## config.mk

```make
export PLATFORM = sky130hd
export DESIGN_NAME = rcms_relax
export DESIGN_NICKNAME = d
export VERILOG_FILES = /design/src/design/rcms_pkg.sv /design/src/design/rcms_relax.sv
export SDC_FILE = /design/constraint.sdc
export NUM_CORES = 1
export LEC_CHECK = 0
export BUFFER_PORTS_ARGS = -buffer_cell sky130_fd_sc_hd__buf_4
export CAP_MARGIN = 25
export CORE_MARGIN = 4
export CORE_UTILIZATION = 45
export DETAILED_ROUTE_END_ITERATION = 12
export PLACE_DENSITY = 0.8
export SYNTH_ARGS = -nofsm -noshare
export SYNTH_HDL_FRONTEND = slang
export SYNTH_SLANG_ARGS = --single-unit
```

## constraint.sdc

```tcl
create_clock -name vclk -period 11
set_input_delay 0 -clock vclk [all_inputs]
set_output_delay 0 -clock vclk [all_outputs]
set_load 0.02 [all_outputs]
```

## src/design/rcms_pkg.sv

```systemverilog
// Shared types and constants for the rod cut segment counter.
package rcms_pkg;

    localparam int FieldW = 12;
    localparam int NumSegs = 3;

    typedef struct packed {
        logic              valid;
        logic [FieldW-1:0] count;
    } entry_t;

    localparam int EntryW = $bits(entry_t);

    typedef struct packed {
        logic usable;
        logic fwd_hit;
    } tap_t;

    typedef enum logic [1:0] {
        ST_IDLE,
        ST_INIT,
        ST_FILL,
        ST_DONE
    } state_t;

endpackage

```

## src/design/rcms_relax.sv

```systemverilog
// Next table entry: best of the three predecessor entries plus one.
module rcms_relax
    import rcms_pkg::*;
(
    input  entry_t ram_entry [NumSegs],
    input  tap_t   tap       [NumSegs],
    input  entry_t fwd_entry,
    output entry_t best
);

    always_comb
    begin
        entry_t             src;
        logic [FieldW-1:0]  cand;
        best = '0;
        for (int k = 0; k < NumSegs; k++)
        begin
            src  = tap[k].fwd_hit ? fwd_entry : ram_entry[k];
            cand = src.count + FieldW'(1);
            if (tap[k].usable && src.valid)
            begin
                if (!best.valid || cand > best.count)
                begin
                    best.valid = 1'b1;
                    best.count = cand;
                end
            end
        end
    end

endmodule

```

==> metrics.txt <==
status finished, final reports clean; hold crit path type in2out; mapped cell area 2300 um2; IO Port Bufs 71; core footprint 4850 um2; share of cells above drive strength 1 26.0%; hold violation count in the final report 0; Final Cycle Share 50.6%; Cells after Synth 304; Setup TNS 0 ps; CP Max Fanout 23; Met2 Routed Length 3.48 mm; Netlist cell types 54; critical path data required time 11,000 ps; wire per inst 16.0 um; gr ovfl total 0; Max Clock Freq 0.180 GHz; Worst-Margin Slew 724 ps; crit path kind in2out; IO Pins 71; hold depth 4; syn_area_per_cell 7.56 um2; via/cell ratio 5.70; dpl hpwl 5.86 mm; leading area contributor after synthesis mux2i_1; final worst slack 5430 ps; ANT cells 0; GP Congestion 0.901; drt pass-1 iters 4; Seq. cell area 0 um2; Std-Cell Rows 25; first-pass GRT wire length 11.4 mm; seq_cells 0; crit path DAT 5570 ps; total number of vias 2,421; DR WL met3 378 um; final slew viol count 0; area delta synth->final 22.1%; antenna violations before repair 0; PostCTS Resize Cnt 0; clkbuf count 0; setup violators final 0; Chip Width 79.5 um; final hold slack 349 ps; Hold-fix buffers, CTS 0; IR drop worst, VDD 0.0296 mV; Power Density 50.6 nW/um2; Final ANT Viol Nets 0; vias in the first global route 2,458; number of DRC markers in iteration 0 117; Starting Density 47.4%; largest net degree at the start of global routing 24; critical path capture point type primary output; Yosys top cell area share 16.6%; max-cap viol count 0; Area contributors post-synth mux2i_1, ha_1, xor2_1; pre-CTS setup slack 5510 ps; # DRC 0; Setup Fix Bufs, Post-CTS 0; Leak 1.27 nW; yosys warns 0; critical path launch point type input pin; met1 WL 2.85 mm; Tmin final 5570 ps; DRT Wirelength 6.79 mm; die height 79.5 um; top layer in use met4; most common cell after layout, fill and taps aside buf_4; most frequent cells in the layout buf_4, mux2i_1, nand2_1, ha_1, inv_1; Slew headroom 51.7%; unrepaired setup endpoints after global routing false; final net count 445; Tot GR Track Use 21.7%; post-synthesis net count 389; die area 6310 um2; sequential fraction of the synthesis area 0%
## kinds of logic after synthesis
group                    Yosys count  share of synthesized area (%)
AND/OR/NAND/NOR                  101                           24.3
buffers and inverters             40                           8.55
XOR/XNOR                          35                           13.3
adder cells (fa/ha/maj)           27                           14.7
AO/OA/AOI/OAI                     50                           16.0
multiplexers                      51                           23.1
## metal layers
layer	up-vias	GRT usage, %
met2	83	40.3
met4	0	3.78
li1	1212	-
met5	-	0
met3	11	1.69
met1	1115	27.4
## metrics by stage
step           instance area, um2  std cells  total power [mW]  util, %
2_1_floorplan                2300        304            0.0928        -
3_3_place_gp                 2800        425             0.136     57.8
3_5_place_dp                 2800        425             0.141     57.8
4_1_cts                      2800        425             0.141     57.8
5_1_grt                      2800        425             0.157     57.8
6_report                     2800        425             0.142     57.8
## synthesized netlist by cell type (2+ instances only)
library cell  count
nand3_1          14
o21ai_0           6
o21a_1            5
a211oi_1          3
and4_1            2
clkbuf_1          2
and2_1            3
inv_1            23
and3_1            4
a21oi_1           9
o211ai_1          2
xnor2_1          16
a31o_1            2
buf_6             3
mux2i_1          38
xor2_1           19
nor4_1            2
ha_1             27
a31oi_1           4
nand2_1          29
a21oi_4           2
nand4b_1          3
nand3b_1          3
nor2_1           15
nor2b_1           7
and4b_1           2
mux2_2           12
buf_4             4
a21o_1            5
buf_2             6
o21ai_1           2
nand4_1           8
## power by group
part,switching [mW],internal (mW)
sequential,0,0
clock,0,0
combinational,0.0762,0.0658
total,0.0762,0.0658
## final cells by class
cell class	instances	area [um2]
fillers	482	2040
multi-input cells	264	2100
well taps	67	83.8
inverters	23	86.3
repair buffers	71	533
## worst max-delay path, stage by stage
cell	delay, ps
buf_4	260
mux2i_1	130
inv_1	110
ha_1	240
nand4b_1	190
a21oi_4	260
nand3_1	120
xnor2_1	230
inv_1	80
ha_1	320
and4_1	240
nand3_1	110
o311ai_1	300
a31o_1	620
a31oi_1	220
ha_1	350
nor2b_1	140
o21a_1	110
o21a_1	110
o21ai_0	80
o2111a_1	160
nor3_4	630
mux2_2	410
buf_4	160
## path summary, 6_finish.rpt
kind | startpoint | end | slack, ps
max | tap[2] | best[11] | 5430
min | tap[3] | best[12] | 350
(Power assumes the default switching activity.)
